<file path="config.mk">
export PLATFORM = sky130hd
export DESIGN_NAME = http_header_field_recognizer
export DESIGN_NICKNAME = d
export VERILOG_FILES = /design/src/hw/rtl/hhfr_pkg.sv /design/src/hw/rtl/hhfr_name_match.sv /design/src/hw/rtl/hhfr_num_parse.sv /design/src/hw/rtl/http_header_field_recognizer.sv
export SDC_FILE = /design/constraint.sdc
export NUM_CORES = 1
export LEC_CHECK = 0
export BUFFER_PORTS_ARGS = -buffer_cell sky130_fd_sc_hd__buf_4
export CORE_UTILIZATION = 60
export DETAILED_ROUTE_END_ITERATION = 12
export HOLD_SLACK_MARGIN = 0.05
export PLACE_DENSITY_LB_ADDON = 0.15
export SLEW_MARGIN = 20
export SYNTH_ARGS = -nofsm -noshare
export SYNTH_HDL_FRONTEND = slang
export SYNTH_SLANG_ARGS = --single-unit
</file>
<file path="constraint.sdc">
create_clock -name clk_i -period 15.95 [get_ports clk_i]
set_clock_uncertainty 0.05 [all_clocks]
set_input_delay 1.595 -clock clk_i [delete_from_list [all_inputs] [get_ports clk_i]]
set_output_delay 1.595 -clock clk_i [all_outputs]
set_load 0.02 [all_outputs]
</file>
<file path="src/hw/rtl/hhfr_pkg.sv">
// Shared types, constants and helper functions for the HTTP header field recognizer.
// Used by hhfr_name_match, hhfr_num_parse and http_header_field_recognizer.
// Depends on nothing.
package hhfr_pkg;

  localparam int unsigned NameCount = 12;
  localparam int unsigned NameMaxLen = 19;

  localparam logic [7:0] ChLf = 8'h0A;
  localparam logic [7:0] ChCr = 8'h0D;
  localparam logic [7:0] ChTab = 8'h09;
  localparam logic [7:0] ChVt = 8'h0B;
  localparam logic [7:0] ChFf = 8'h0C;
  localparam logic [7:0] ChSpace = 8'h20;
  localparam logic [7:0] ChPlus = 8'h2B;
  localparam logic [7:0] ChMinus = 8'h2D;
  localparam logic [7:0] ChZero = 8'h30;
  localparam logic [7:0] ChNine = 8'h39;
  localparam logic [7:0] ChUpperA = 8'h41;
  localparam logic [7:0] ChUpperZ = 8'h5A;

  localparam logic [3:0] HdrContentLength = 4'd0;
  localparam logic [3:0] HdrStatus = 4'd8;

  // Names are held right-justified in a fixed-width vector, first character highest.
  localparam logic [NameMaxLen*8-1:0] NAME_STR [NameCount] = '{
    "content-length: ", "content-type: ", "user-agent: ",
    "if-modified-since: ", "authorization: ", "referer: ",
    "cookie: ", "location: ", "status: ", "range: ",
    "connection: ", "transfer-encoding: "
  };
  localparam logic [4:0] NAME_LEN [NameCount] = '{
    5'd16, 5'd14, 5'd12, 5'd19, 5'd15, 5'd9, 5'd8, 5'd10, 5'd8, 5'd7, 5'd12, 5'd19
  };

  typedef enum logic [1:0] {
    MODE_NAME  = 2'd0,
    MODE_VALUE = 2'd1,
    MODE_SKIP  = 2'd2
  } line_mode_e;

  typedef enum logic [1:0] {
    PH_BLANKS = 2'd0,
    PH_SIGNED = 2'd1,
    PH_DIGITS = 2'd2,
    PH_DONE   = 2'd3
  } num_phase_e;

  typedef struct packed {
    num_phase_e  phase;
    logic        negative;
    logic        clamped;
    logic [31:0] acc;
  } num_state_t;

  typedef struct packed {
    logic [NameCount-1:0] alive;
    logic                 hit;
    logic [3:0]           hit_id;
  } name_match_t;

  function automatic logic [7:0] fold_case(input logic [7:0] c);
    fold_case = (c >= ChUpperA && c <= ChUpperZ) ? c + 8'd32 : c;
  endfunction

  // Character of name k at position idx, zero past the end of the name.
  function automatic logic [7:0] name_char(input logic [3:0] k, input logic [4:0] idx);
    logic [4:0] len;
    logic [4:0] pos;
    len = NAME_LEN[k];
    pos = len - 5'd1 - idx;
    if (idx >= len) begin
      name_char = 8'h00;
    end else begin
      name_char = NAME_STR[k][8*pos +: 8];
    end
  endfunction

endpackage

</file>
<file path="src/hw/rtl/hhfr_name_match.sv">
// Compares one header byte against all twelve header names in parallel.
// Depends on hhfr_pkg for the name table and the match result struct.
module hhfr_name_match (
  input  logic [7:0]                      byte_i,
  input  logic                            final_byte_i,
  input  logic [hhfr_pkg::NameCount-1:0]  alive_i,
  input  logic [4:0]                      idx_i,
  output hhfr_pkg::name_match_t           match_o
);

  logic [7:0] folded;

  assign folded = hhfr_pkg::fold_case(byte_i);

  always_comb begin
    match_o = '0;
    for (int k = 0; k < hhfr_pkg::NameCount; k++) begin
      match_o.alive[k] = alive_i[k] && (idx_i < hhfr_pkg::NAME_LEN[k]) &&
                         (folded == hhfr_pkg::name_char(4'(k), idx_i));
    end
    // A name completes on its last character, unless that byte ends the block.
    for (int k = 0; k < hhfr_pkg::NameCount; k++) begin
      if (match_o.alive[k] && (hhfr_pkg::NAME_LEN[k] == idx_i + 5'd1) && !final_byte_i) begin
        match_o.hit    = 1'b1;
        match_o.hit_id = 4'(k);
      end
    end
  end

endmodule

</file>
<file path="src/hw/rtl/hhfr_num_parse.sv">
// Next state of the decimal value parser for one value byte.
// Depends on hhfr_pkg for the parser state struct and character constants.
module hhfr_num_parse (
  input  logic [7:0]           byte_i,
  input  hhfr_pkg::num_state_t state_i,
  output hhfr_pkg::num_state_t state_o
);

  logic        is_digit;
  logic        is_blank;
  logic        is_sign;
  logic [35:0] times_ten;
  logic [35:0] sum;

  assign is_digit = (byte_i >= hhfr_pkg::ChZero) && (byte_i <= hhfr_pkg::ChNine);
  assign is_blank = (byte_i == hhfr_pkg::ChSpace) || (byte_i == hhfr_pkg::ChTab) ||
                    (byte_i == hhfr_pkg::ChVt) || (byte_i == hhfr_pkg::ChFf) ||
                    (byte_i == hhfr_pkg::ChCr);
  assign is_sign  = (byte_i == hhfr_pkg::ChPlus) || (byte_i == hhfr_pkg::ChMinus);

  // Ten times the accumulator as two shifted copies.
  assign times_ten = {1'b0, state_i.acc, 3'b000} + {3'b000, state_i.acc, 1'b0};
  assign sum       = times_ten + {32'd0, 4'(byte_i - hhfr_pkg::ChZero)};

  always_comb begin
    state_o = state_i;
    unique case (state_i.phase)
      hhfr_pkg::PH_BLANKS: begin
        if (is_blank) begin
          state_o.phase = hhfr_pkg::PH_BLANKS;
        end else if (is_sign) begin
          state_o.negative = (byte_i == hhfr_pkg::ChMinus);
          state_o.phase    = hhfr_pkg::PH_SIGNED;
        end else begin
          state_o.phase = is_digit ? hhfr_pkg::PH_DIGITS : hhfr_pkg::PH_DONE;
        end
      end
      hhfr_pkg::PH_SIGNED: begin
        state_o.phase = is_digit ? hhfr_pkg::PH_DIGITS : hhfr_pkg::PH_DONE;
      end
      hhfr_pkg::PH_DIGITS: begin
        if (!is_digit) begin
          state_o.phase = hhfr_pkg::PH_DONE;
        end
      end
      default: begin
        state_o.phase = hhfr_pkg::PH_DONE;
      end
    endcase
    if (state_o.phase == hhfr_pkg::PH_DIGITS) begin
      if (sum[35:32] != 4'd0) begin
        state_o.clamped = 1'b1;
      end
      state_o.acc = state_o.clamped ? 32'hFFFF_FFFF : sum[31:0];
    end
  end

endmodule

</file>
<file path="src/hw/rtl/http_header_field_recognizer.sv">
// Top level of the HTTP header field recognizer: input register, line state and result register.
// Depends on hhfr_pkg, hhfr_name_match and hhfr_num_parse.

// The block takes one header byte per word and can accept a word in every cycle while it
// is not stalled; the result of a matched line is registered when the byte that ends it
// (its newline, or the final byte of the block) moves on from the one input register into
// the one result register. All per-byte work (twelve name comparators, the decimal step
// and the length subtraction) happens between them. A stall on the result side holds the
// pipeline only while the result register is full. Byte offsets wrap after
// BLOCK_BYTES-1, and all line state returns to reset after a word flagged final.
module http_header_field_recognizer #(
  parameter int unsigned BLOCK_BYTES = 65536
) (
  input  logic        clk_i,
  input  logic        rst_ni,
  input  logic        in_valid_i,
  output logic        in_stall_o,
  input  logic [7:0]  byte_in_i,
  input  logic        final_byte_i,
  output logic        out_valid_o,
  input  logic        out_stall_i,
  output logic [3:0]  header_id_o,
  output logic [15:0] value_start_o,
  output logic [15:0] value_length_o,
  output logic [31:0] number_value_o,
  output logic        number_valid_o,
  output logic        number_saturated_o
);

  localparam int unsigned PW = $clog2(BLOCK_BYTES);
  localparam logic [PW-1:0] LastPos = PW'(BLOCK_BYTES - 1);
  localparam logic [PW:0] BlockSize = (PW+1)'(BLOCK_BYTES);

  // Input register.
  logic       in_valid_q;
  logic [7:0] byte_q;
  logic       final_q;
  logic       advance;

  // Line state.
  logic [PW-1:0]                     pos_q, pos_d;
  logic [hhfr_pkg::NameCount-1:0]    alive_q, alive_d, alive_n;
  logic [4:0]                        idx_q, idx_d, idx_n;
  hhfr_pkg::line_mode_e              mode_q, mode_d, mode_n;
  logic [3:0]                        matched_q, matched_d, matched_n;
  logic [PW-1:0]                     vbegin_q, vbegin_d, vbegin_n;
  logic                              prev_cr_q, prev_cr_d;
  hhfr_pkg::num_state_t              num_q, num_d, num_n, num_step;

  // Result register.
  logic        out_valid_q;
  logic [3:0]  hdr_q;
  logic [15:0] vstart_q;
  logic [15:0] vlen_q;
  logic [31:0] nval_q;
  logic        nvalid_q;
  logic        nsat_q;

  hhfr_pkg::name_match_t match;

  logic          newline;
  logic          is_cr;
  logic [PW-1:0] pos_next;
  logic          emit;
  logic [PW-1:0] line_end;
  logic [PW:0]   span;
  logic [PW-1:0] len_raw;
  logic [PW-1:0] len_fix;
  logic          cr_last;
  logic          is_num_hdr;
  logic [31:0]   num_out;

  hhfr_name_match u_name_match (
    .byte_i       (byte_q),
    .final_byte_i (final_q),
    .alive_i      (alive_q),
    .idx_i        (idx_q),
    .match_o      (match)
  );

  hhfr_num_parse u_num_parse (
    .byte_i  (byte_q),
    .state_i (num_q),
    .state_o (num_step)
  );

  // The held byte moves on unless the result register is full and stalled.
  assign advance    = in_valid_q && (!out_valid_q || !out_stall_i);
  assign in_stall_o = in_valid_q && !advance;

  assign newline  = (byte_q == hhfr_pkg::ChLf);
  assign is_cr    = (byte_q == hhfr_pkg::ChCr);
  assign pos_next = (pos_q == LastPos) ? '0 : pos_q + 1'b1;

  always_comb begin
    alive_n   = alive_q;
    idx_n     = idx_q;
    mode_n    = mode_q;
    matched_n = matched_q;
    vbegin_n  = vbegin_q;
    num_n     = num_q;
    unique case (mode_q)
      hhfr_pkg::MODE_NAME: begin
        if (!newline) begin
          alive_n = match.alive;
          idx_n   = idx_q + 5'd1;
          if (match.alive == '0) begin
            mode_n = hhfr_pkg::MODE_SKIP;
          end else if (match.hit) begin
            matched_n = match.hit_id;
            mode_n    = hhfr_pkg::MODE_VALUE;
            vbegin_n  = pos_next;
          end
        end
      end
      hhfr_pkg::MODE_VALUE: begin
        if (!newline) begin
          num_n = num_step;
        end
      end
      hhfr_pkg::MODE_SKIP: begin
        mode_n = hhfr_pkg::MODE_SKIP;
      end
      default: begin
        mode_n = hhfr_pkg::MODE_SKIP;
      end
    endcase
  end

  // Result of the line that this byte closes.
  assign emit     = (mode_n == hhfr_pkg::MODE_VALUE) && (newline || final_q);
  assign line_end = newline ? pos_q : pos_next;
  assign span     = {1'b0, line_end} + ((line_end < vbegin_n) ? BlockSize : '0) -
                    {1'b0, vbegin_n};
  assign len_raw  = span[PW-1:0];
  assign cr_last  = newline ? prev_cr_q : is_cr;
  assign len_fix  = (cr_last && (len_raw != '0)) ? len_raw - 1'b1 : len_raw;
  assign is_num_hdr = (matched_n == hhfr_pkg::HdrContentLength) ||
                      (matched_n == hhfr_pkg::HdrStatus);
  assign num_out  = num_n.clamped ? 32'hFFFF_FFFF :
                    (num_n.negative ? 32'd0 - num_n.acc : num_n.acc);

  always_comb begin
    pos_d     = pos_next;
    alive_d   = alive_n;
    idx_d     = idx_n;
    mode_d    = mode_n;
    matched_d = matched_n;
    vbegin_d  = vbegin_n;
    num_d     = num_n;
    prev_cr_d = is_cr;
    if (final_q) begin
      pos_d     = '0;
      vbegin_d  = '0;
      prev_cr_d = 1'b0;
    end
    if (final_q || newline) begin
      alive_d   = '1;
      idx_d     = '0;
      mode_d    = hhfr_pkg::MODE_NAME;
      matched_d = '0;
      num_d     = '{phase: hhfr_pkg::PH_BLANKS, negative: 1'b0, clamped: 1'b0, acc: 32'd0};
    end
  end

  always_ff @(posedge clk_i or negedge rst_ni) begin
    if (!rst_ni) begin
      in_valid_q <= 1'b0;
    end else if (!in_stall_o) begin
      in_valid_q <= in_valid_i;
    end
  end

  always_ff @(posedge clk_i) begin
    if (in_valid_i && !in_stall_o) begin
      byte_q  <= byte_in_i;
      final_q <= final_byte_i;
    end
  end

  always_ff @(posedge clk_i or negedge rst_ni) begin
    if (!rst_ni) begin
      pos_q     <= '0;
      alive_q   <= '1;
      idx_q     <= '0;
      mode_q    <= hhfr_pkg::MODE_NAME;
      matched_q <= '0;
      vbegin_q  <= '0;
      prev_cr_q <= 1'b0;
      num_q     <= '{phase: hhfr_pkg::PH_BLANKS, negative: 1'b0, clamped: 1'b0, acc: 32'd0};
    end else if (advance) begin
      pos_q     <= pos_d;
      alive_q   <= alive_d;
      idx_q     <= idx_d;
      mode_q    <= mode_d;
      matched_q <= matched_d;
      vbegin_q  <= vbegin_d;
      prev_cr_q <= prev_cr_d;
      num_q     <= num_d;
    end
  end

  always_ff @(posedge clk_i or negedge rst_ni) begin
    if (!rst_ni) begin
      out_valid_q <= 1'b0;
    end else if (advance && emit) begin
      out_valid_q <= 1'b1;
    end else if (!out_stall_i) begin
      out_valid_q <= 1'b0;
    end
  end

  always_ff @(posedge clk_i) begin
    if (advance && emit) begin
      hdr_q    <= matched_n;
      vstart_q <= 16'(vbegin_n);
      vlen_q   <= 16'(len_fix);
      nval_q   <= is_num_hdr ? num_out : 32'd0;
      nvalid_q <= is_num_hdr;
      nsat_q   <= is_num_hdr && num_n.clamped;
    end
  end

  assign out_valid_o        = out_valid_q;
  assign header_id_o        = hdr_q;
  assign value_start_o      = vstart_q;
  assign value_length_o     = vlen_q;
  assign number_value_o     = nval_q;
  assign number_valid_o     = nvalid_q;
  assign number_saturated_o = nsat_q;

`ifndef SYNTHESIS
  a_num_valid_hdr: assert property (@(posedge clk_i) disable iff (!rst_ni)
    out_valid_o |-> (number_valid_o ==
      ((header_id_o == hhfr_pkg::HdrContentLength) || (header_id_o == hhfr_pkg::HdrStatus))))
    else $error("number_valid disagrees with header_id");

  a_sat_value: assert property (@(posedge clk_i) disable iff (!rst_ni)
    (out_valid_o && number_saturated_o) |-> (number_valid_o && (number_value_o == 32'hFFFF_FFFF)))
    else $error("saturated number is not all ones");

  a_stall_held: assert property (@(posedge clk_i) disable iff (!rst_ni)
    in_stall_o |-> (in_valid_q && out_valid_q && out_stall_i))
    else $error("input stalled without a blocked result");

  a_line_start: assert property (@(posedge clk_i) disable iff (!rst_ni)
    ((mode_q == hhfr_pkg::MODE_NAME) && (idx_q == 5'd0)) |-> (alive_q == '1))
    else $error("name match starts with names missing");

  a_matched_range: assert property (@(posedge clk_i) disable iff (!rst_ni)
    (mode_q == hhfr_pkg::MODE_VALUE) |-> (matched_q < 4'(hhfr_pkg::NameCount)))
    else $error("matched header out of range");
`endif

endmodule

</file>
# After elaboration in Yosys (flattened, before gate mapping)
# Index checks and enable logic that the tools add are counted.
[word_totals]
elab_cells = 263
ff_bits = 173
in_bits = 13
out_inout_bits = 72
[op_classes]
n_addsub = 19
muxes = 71
n_lt_le_gt_ge = 22
n_shift = 12
eq_ne = 38
reduce_logical = 80
[op_table]
columns = ["operator", "count"]
rows = [
  ["indexed part select 152 x 9 -> 8 bit (first input constant)", 12],
  ["two-way mux 16 bit", 9],
  ["two-way mux 36 bit", 3],
  ["two-way mux 8 bit", 13],
  ["equality test 8 bit", 12],
  ["two-way mux 32 bit", 3],
  ["two-way mux 5 bit", 15],
  ["logical AND 1 bit", 57],
  ["equality test 8 x 4 -> 1 bit (second input constant)", 5],
  ["adder 35 x 33 -> 36 bit", 1],
  ["adder 36 x 4 -> 36 bit", 1],
  ["two-way mux 12 bit", 3],
  ["two-way mux 33 bit", 1],
  ["subtractor 1 x 32 -> 32 bit (first input constant)", 1],
  ["equality test 4 x 5 -> 1 bit (first input constant)", 6],
  [">= comparator 5 x 4 -> 1 bit (second input constant)", 6],
  ["< comparator 5 x 4 -> 1 bit (second input constant)", 6],
  ["subtractor 4 x 5 -> 5 bit (first input constant)", 6],
  ["equality test 8 x 6 -> 1 bit (second input constant)", 3],
  ["two-way mux 4 bit", 5],
  ["adder 16 x 1 -> 16 bit (second input constant)", 1],
  ["adder 16 bit (second input constant)", 1],
  ["equality test 16 bit (second input constant)", 1],
  ["nonzero test 16 bit", 1],
  ["other kinds (33)", 70],
]

# Depth between registers and ports, before layout
[depth]
word_depth = 27
ltp_mapped = 34

# Hierarchy
# A second synthesis with hierarchy kept.
[hier_totals]
cells_unflattened = 2136
hier_area_um2 = 17415.5
[by_module_without_submodules]
columns = ["module", "n_inst", "seq_area_each_um2", "cells_each", "area_each_um2"]
rows = [
  ["http_header_field_recognizer", 1, 4739.5, 999, 9845.7],
  ["hhfr_name_match", 1, 0.0, 722, 4668.2],
  ["hhfr_num_parse", 1, 0.0, 415, 2901.5],
]

# Least setup slack after synthesis
# OpenSTA, ideal clock, no wires.
[synth_timing]
path_kind = "register to register"
start = "register idx_q[2]"
end = "register hdr_q[0], in the netlist header_id_o[0] (enable)"
path_stages_with_launch = 18
synth_period_minus_slack_ns = 11.315
path_slack_ns = 4.635
n_path_buf = 3
arrival_ns = 10.592
path_cell_list = "dfrtp_1 -> inv_1 -> clkbuf_1 -> ha_1 -> buf_2 -> inv_1 -> ha_1 -> clkbuf_1 -> and2_1 -> nand2_1 -> xnor2_1 -> or3_1 -> or4b_1 -> nand4_1 -> or4b_1 -> or4_1 -> a31oi_1 -> nor4_1"
[synth_between]
elab_chain_len = 26
[synth_rtl]
columns = ["item", "line_no", "source"]
rows = [
  ["start, declared", "http_header_field_recognizer.sv:43", "logic [4:0] idx_q, idx_d, idx_n;"],
  ["start signal, assigned", "http_header_field_recognizer.sv:194", "idx_q <= idx_d;"],
  ["subtractor 4 x 5 -> 5 bit", "hhfr_pkg.sv:71", "pos = len - 5'd1 - idx;"],
  ["indexed part select 152 x 9 -> 8 bit", "hhfr_pkg.sv:75", "name_char = NAME_STR[k][8*pos +: 8];"],
  ["two-way mux 8 bit", "hhfr_pkg.sv:72", "if (idx >= len) begin"],
  ["equality test 8 bit", "hhfr_name_match.sv:19", "(folded == hhfr_pkg::name_char(4'(k), idx_i));"],
  ["logical AND 1 bit", "hhfr_name_match.sv:18", "match_o.alive[k] = alive_i[k] && (idx_i < hhfr_pkg::NAME_LEN[k]) &&"],
  ["logical AND 1 bit (2 in series)", "hhfr_name_match.sv:23", "if (match_o.alive[k] && (hhfr_pkg::NAME_LEN[k] == idx_i + 5'd1) && !final_byte_i) begin"],
  ["two-way mux 5 bit (12 in series)", "hhfr_name_match.sv:23", ""],
  ["two-way mux 2 bit", "http_header_field_recognizer.sv:109", "end else if (match.hit) begin"],
  ["two-way mux 2 bit *", "http_header_field_recognizer.sv:107", "if (match.alive == '0) begin"],
  ["two-way mux 2 bit *", "http_header_field_recognizer.sv:104", "if (!newline) begin"],
  ["case mux 2 bit (2 select lines) *", "http_header_field_recognizer.sv:102", "unique case (mode_q)"],
  ["equality test 2 x 1 -> 1 bit *", "http_header_field_recognizer.sv:131", "assign emit = (mode_n == hhfr_pkg::MODE_VALUE) && (newline || final_q);"],
  ["logical AND 1 bit *", "http_header_field_recognizer.sv:131", ""],
  ["logical AND 1 bit *", "http_header_field_recognizer.sv:214", "if (advance && emit) begin"],
  ["end signal, assigned", "http_header_field_recognizer.sv:215", "hdr_q <= matched_n;"],
  ["end, declared", "http_header_field_recognizer.sv:52", "logic [3:0] hdr_q;"],
]
# Mark *: on every way between the ends. The rest lies on a longest branch, timed or not.
# A chain may end at the register's enable or synchronous reset.

# Final worst setup path
[layout_timing]
start = "register idx_q[1]"
end = "register vlen_q[5], in the netlist value_length_o[5] (data pin)"
[layout_between]
elab_chain_len = 27
[layout_rtl]
columns = ["item", "line_no", "source"]
rows = [
  ["subtractor 4 x 5 -> 5 bit", "hhfr_pkg.sv:71", ""],
  ["indexed part select 152 x 9 -> 8 bit", "hhfr_pkg.sv:75", ""],
  ["two-way mux 8 bit", "hhfr_pkg.sv:72", ""],
  ["equality test 8 bit", "hhfr_name_match.sv:19", ""],
  ["logical AND 1 bit", "hhfr_name_match.sv:18", ""],
  ["logical AND 1 bit (2 in series)", "hhfr_name_match.sv:23", ""],
  ["two-way mux 5 bit (12 in series)", "hhfr_name_match.sv:23", ""],
  ["two-way mux 16 bit", "http_header_field_recognizer.sv:109", ""],
  ["two-way mux 16 bit *", "http_header_field_recognizer.sv:107", ""],
  ["two-way mux 16 bit *", "http_header_field_recognizer.sv:104", ""],
  ["two-way mux 16 bit *", "http_header_field_recognizer.sv:102", ""],
  ["subtractor 16 bit *", "http_header_field_recognizer.sv:133", "assign span = {1'b0, line_end} + ((line_end < vbegin_n) ? BlockSize : '0) -"],
  ["parallel branches: the longest is 2 deep, another holds subtractor 16 x 1 -> 16 bit", "-", ""],
  ["two-way mux 16 bit *", "http_header_field_recognizer.sv:137", "assign len_fix = (cr_last && (len_raw != '0)) ? len_raw - 1'b1 : len_raw;"],
  ["via len_fix[5]", "http_header_field_recognizer.sv:68", "logic [PW-1:0] len_fix;"],
  ["end signal, assigned", "http_header_field_recognizer.sv:217", "vlen_q <= 16'(len_fix);"],
  ["end, declared", "http_header_field_recognizer.sv:54", "logic [15:0] vlen_q;"],
]
# Mark *: on every way through the listed nets, which the timed path passes.

==> flow_summary.yaml <==
timing:
  slew_viol_final: 0
  slew_headroom: 0.264
  setup_viol: 0
  tightest_slew_ns: 1.10
  period_needed_ns: 9.93
  post-route-period-util: 0.623
  fin_setup_tns_ns: 0
  rsz0062_at_grt: "no"
  finalHoldViolCount: 0
  max_freq_mhz: 101
floorplanning:
  die_w_um: 171
  start_util: 0.615
  dieArea_mm2: 0.0293
  pin_count: 85
  die_h_um: 171
  coreArea_mm2: 0.0279
  rows: 61
worst_setup_path:
  critPathCaptureType: "flop"
  critPathMaxStageDelay_ns: 0.80
  r2r-start: "idx_q[1]"
  start_kind: "flop"
  path_max_fanout: 29
  critPathSlowestCell: "dfrtp_1"
  startpoint: "idx_q[1]"
  cpMostUsedCell: "ha_1"
  worstSetupPathType: "reg -> reg"
  path_buf_inv: 1
  crit_required_ns: 16.09
  cpLargestDelayFamily: "simple AND/OR/NAND/NOR gates"
  rrSetupSlack_ns: 6.02
  worstPathArrival_ns: 10.07
synth:
  ys_seq_elements: 173
  synth.top_cells.by_area: "edfxtp_1, dfrtp_1, ha_1"
  yosysMostFrequentCell: "nand2_1"
  synthFlopType: "dfrtp_1"
  synth_common_cells: "nand2_1, o21ai_0, nor2_1"
  syn-num-nets: 2213
  yosysTopAreaCell: "edfxtp_1"
  synth_cell_type_count: 107
  synth_cells: 2075
  synth_edf_count: 79
  yosys_warnings: 0
  synth_area_mm2: 0.0172
  async_flop_share: 0.543
  avgSynthCellArea_um2: 8.28
  synth.top_cell.area_share: 0.138
  yosysSeqAreaShare: 0.276
detailed_routing:
  drt_iter0_markers: 2229
  drc_errors: 0
  wl_per_cell_um: 23.1
  antenna_left: 0
  vias: 17073
  drt-pass1-iter-count: 6
  routed_wl_mm: 56.8
  vias_per_cell: 6.94
clock_tree:
  insertion_delay_ns: 0.44
  ctsResizeCount: 0
  cts_sinks: 173
  clockBufferDepth: 2
  clk_pin_slew_ns: 0.07
  cts_buffers: 17
  cts_tree: "built"
  cts_hold_buf: 0
  cts_setup_buffers: 0
  htree_levels: 4
  ctsRootBufferMaster: "clkbuf_16"
place:
  io_buffers: 84
  dp_hpwl_mm: 40.8
  gp_congestion: 1.02
pwr:
  p_total_mw: 1.43
  ir_drop_v: 0.0000776
  powerDensity_mw_per_mm2: 77.4
  p_leak_nw: 7.62
hold_path:
  min_from: "vbegin_q[10]"
  hp-class: "reg -> reg"
finish:
  final_util: 0.663
  final_nets: 2206
  fillers: 2427
  drive_gt1_frac: 0.125
  area_growth_pct: 7.88
  n_antenna_cell: 0
global_route:
  grt_pass1_wl_mm: 88.9
  grtUsageTotal: 0.393
  grt_use_met2: 0.594
  grt_use_met3: 0.0741
  grt-ovfl-total: 0
  first_global_vias: 15796
  use_met1: 0.551
  grt_max_degree: 80
  grt_most_used_layer: "met2"
  antenna_found_initial: 0
outcome:
  status: "completed"
flow_run:
  maxCapViolations: 0
## state kept, by name (all words and copies together), names as in the netlist, 8 cells and up
signal / flops
alive_q: 12
byte_q: 8
num_q: 36
number_value_o: 32
pos_q: 16
value_length_o: 16
value_start_o: 16
vbegin_q: 16
## tightest hold or removal path, delay by kind of cell (launching register included)
family             cells  cell delay [ns]
AOI/OAI and AO/OA      1             0.06
DFF                    1             0.34
and+or+nand+nor        1             0.04
## layout make-up
class / instances / area [µm²] / area share
clock buffers: 17 / 425 / 0.0230
clock inverters: 15 / 153 / 0.00824
inverters: 77 / 289 / 0.0156
multi-input cells: 1683 / 11600 / 0.625
flip-flops and latches: 173 / 4740 / 0.256
well taps: 378 / 473 / 0.0255
repair buffers: 116 / 875 / 0.0472
## cells by family after synthesis
kind of cell | Yosys count | share of synthesized area
AOI/OAI and AO/OA | 647 | 0.262
adders and majority gates | 125 | 0.0924
and+or+nand+nor | 730 | 0.220
muxes | 43 | 0.0271
buffers and inverters | 219 | 0.0525
xor gates and xnor gates | 138 | 0.0704
DFF | 173 | 0.276
## layout by cell type (no fill, tap or decap), types with 30 or more instances in the layout
master	count
nand3_1	64
a21o_1	30
xor2_1	60
a21oi_2	30
a31oi_1	37
nand2_1	189
edfxtp_1	79
o21ai_0	156
nand4_1	37
a21oi_1	111
buf_4	115
inv_1	71
nor3_1	56
nor2_1	134
nor2b_1	35
mux2i_1	33
ha_1	122
xnor2_1	78
dfrtp_1	82
## report_power, final
group | internal, mW | switching [mW] | leakage [nW]
Combinational | 0.182 | 0.325 | 5.34
Sequential | 0.486 | 0.0164 | 1.98
Clock | 0.221 | 0.202 | 0.288
## metrics by stage
| step | hold WS (ns) | setup slack [ns] | cells | cell area (µm²) |
|---|---|---|---|---|
| floorplan | 0.395 | 4.63 | 2075 | 17200 |
| global placement | 0.408 | 6.67 | 2427 | 17900 |
| detailed placement | 0.420 | 6.26 | 2427 | 17900 |
| CTS | 0.436 | 6.20 | 2459 | 18500 |
| global route | 0.465 | 5.52 | 2459 | 18500 |
| finish | 0.431 | 6.02 | 2459 | 18500 |
## final timing paths
| kind | endpoint | depth (start not counted) |
|---|---|---|
| min in group asynchronous | idx_q[2] | 1 |
| max reg2reg | value_length_o[5] | 26 |
| max in group asynchronous | num_q[14] | 2 |
| min reg2reg | vbegin_q[10] | 2 |
| max | value_length_o[5] | 26 |
| min | vbegin_q[10] | 2 |
## layer usage
| layer | vias up | share of wire |
|---|---|---|
| met4 | 0 | 0.039 |
| met3 | 177 | 0.11 |
| li1 | 7740 | - |
| met1 | 8102 | 0.42 |
| met5 | - | 0 |
| met2 | 1054 | 0.43 |
(Power assumes the default switching activity.)
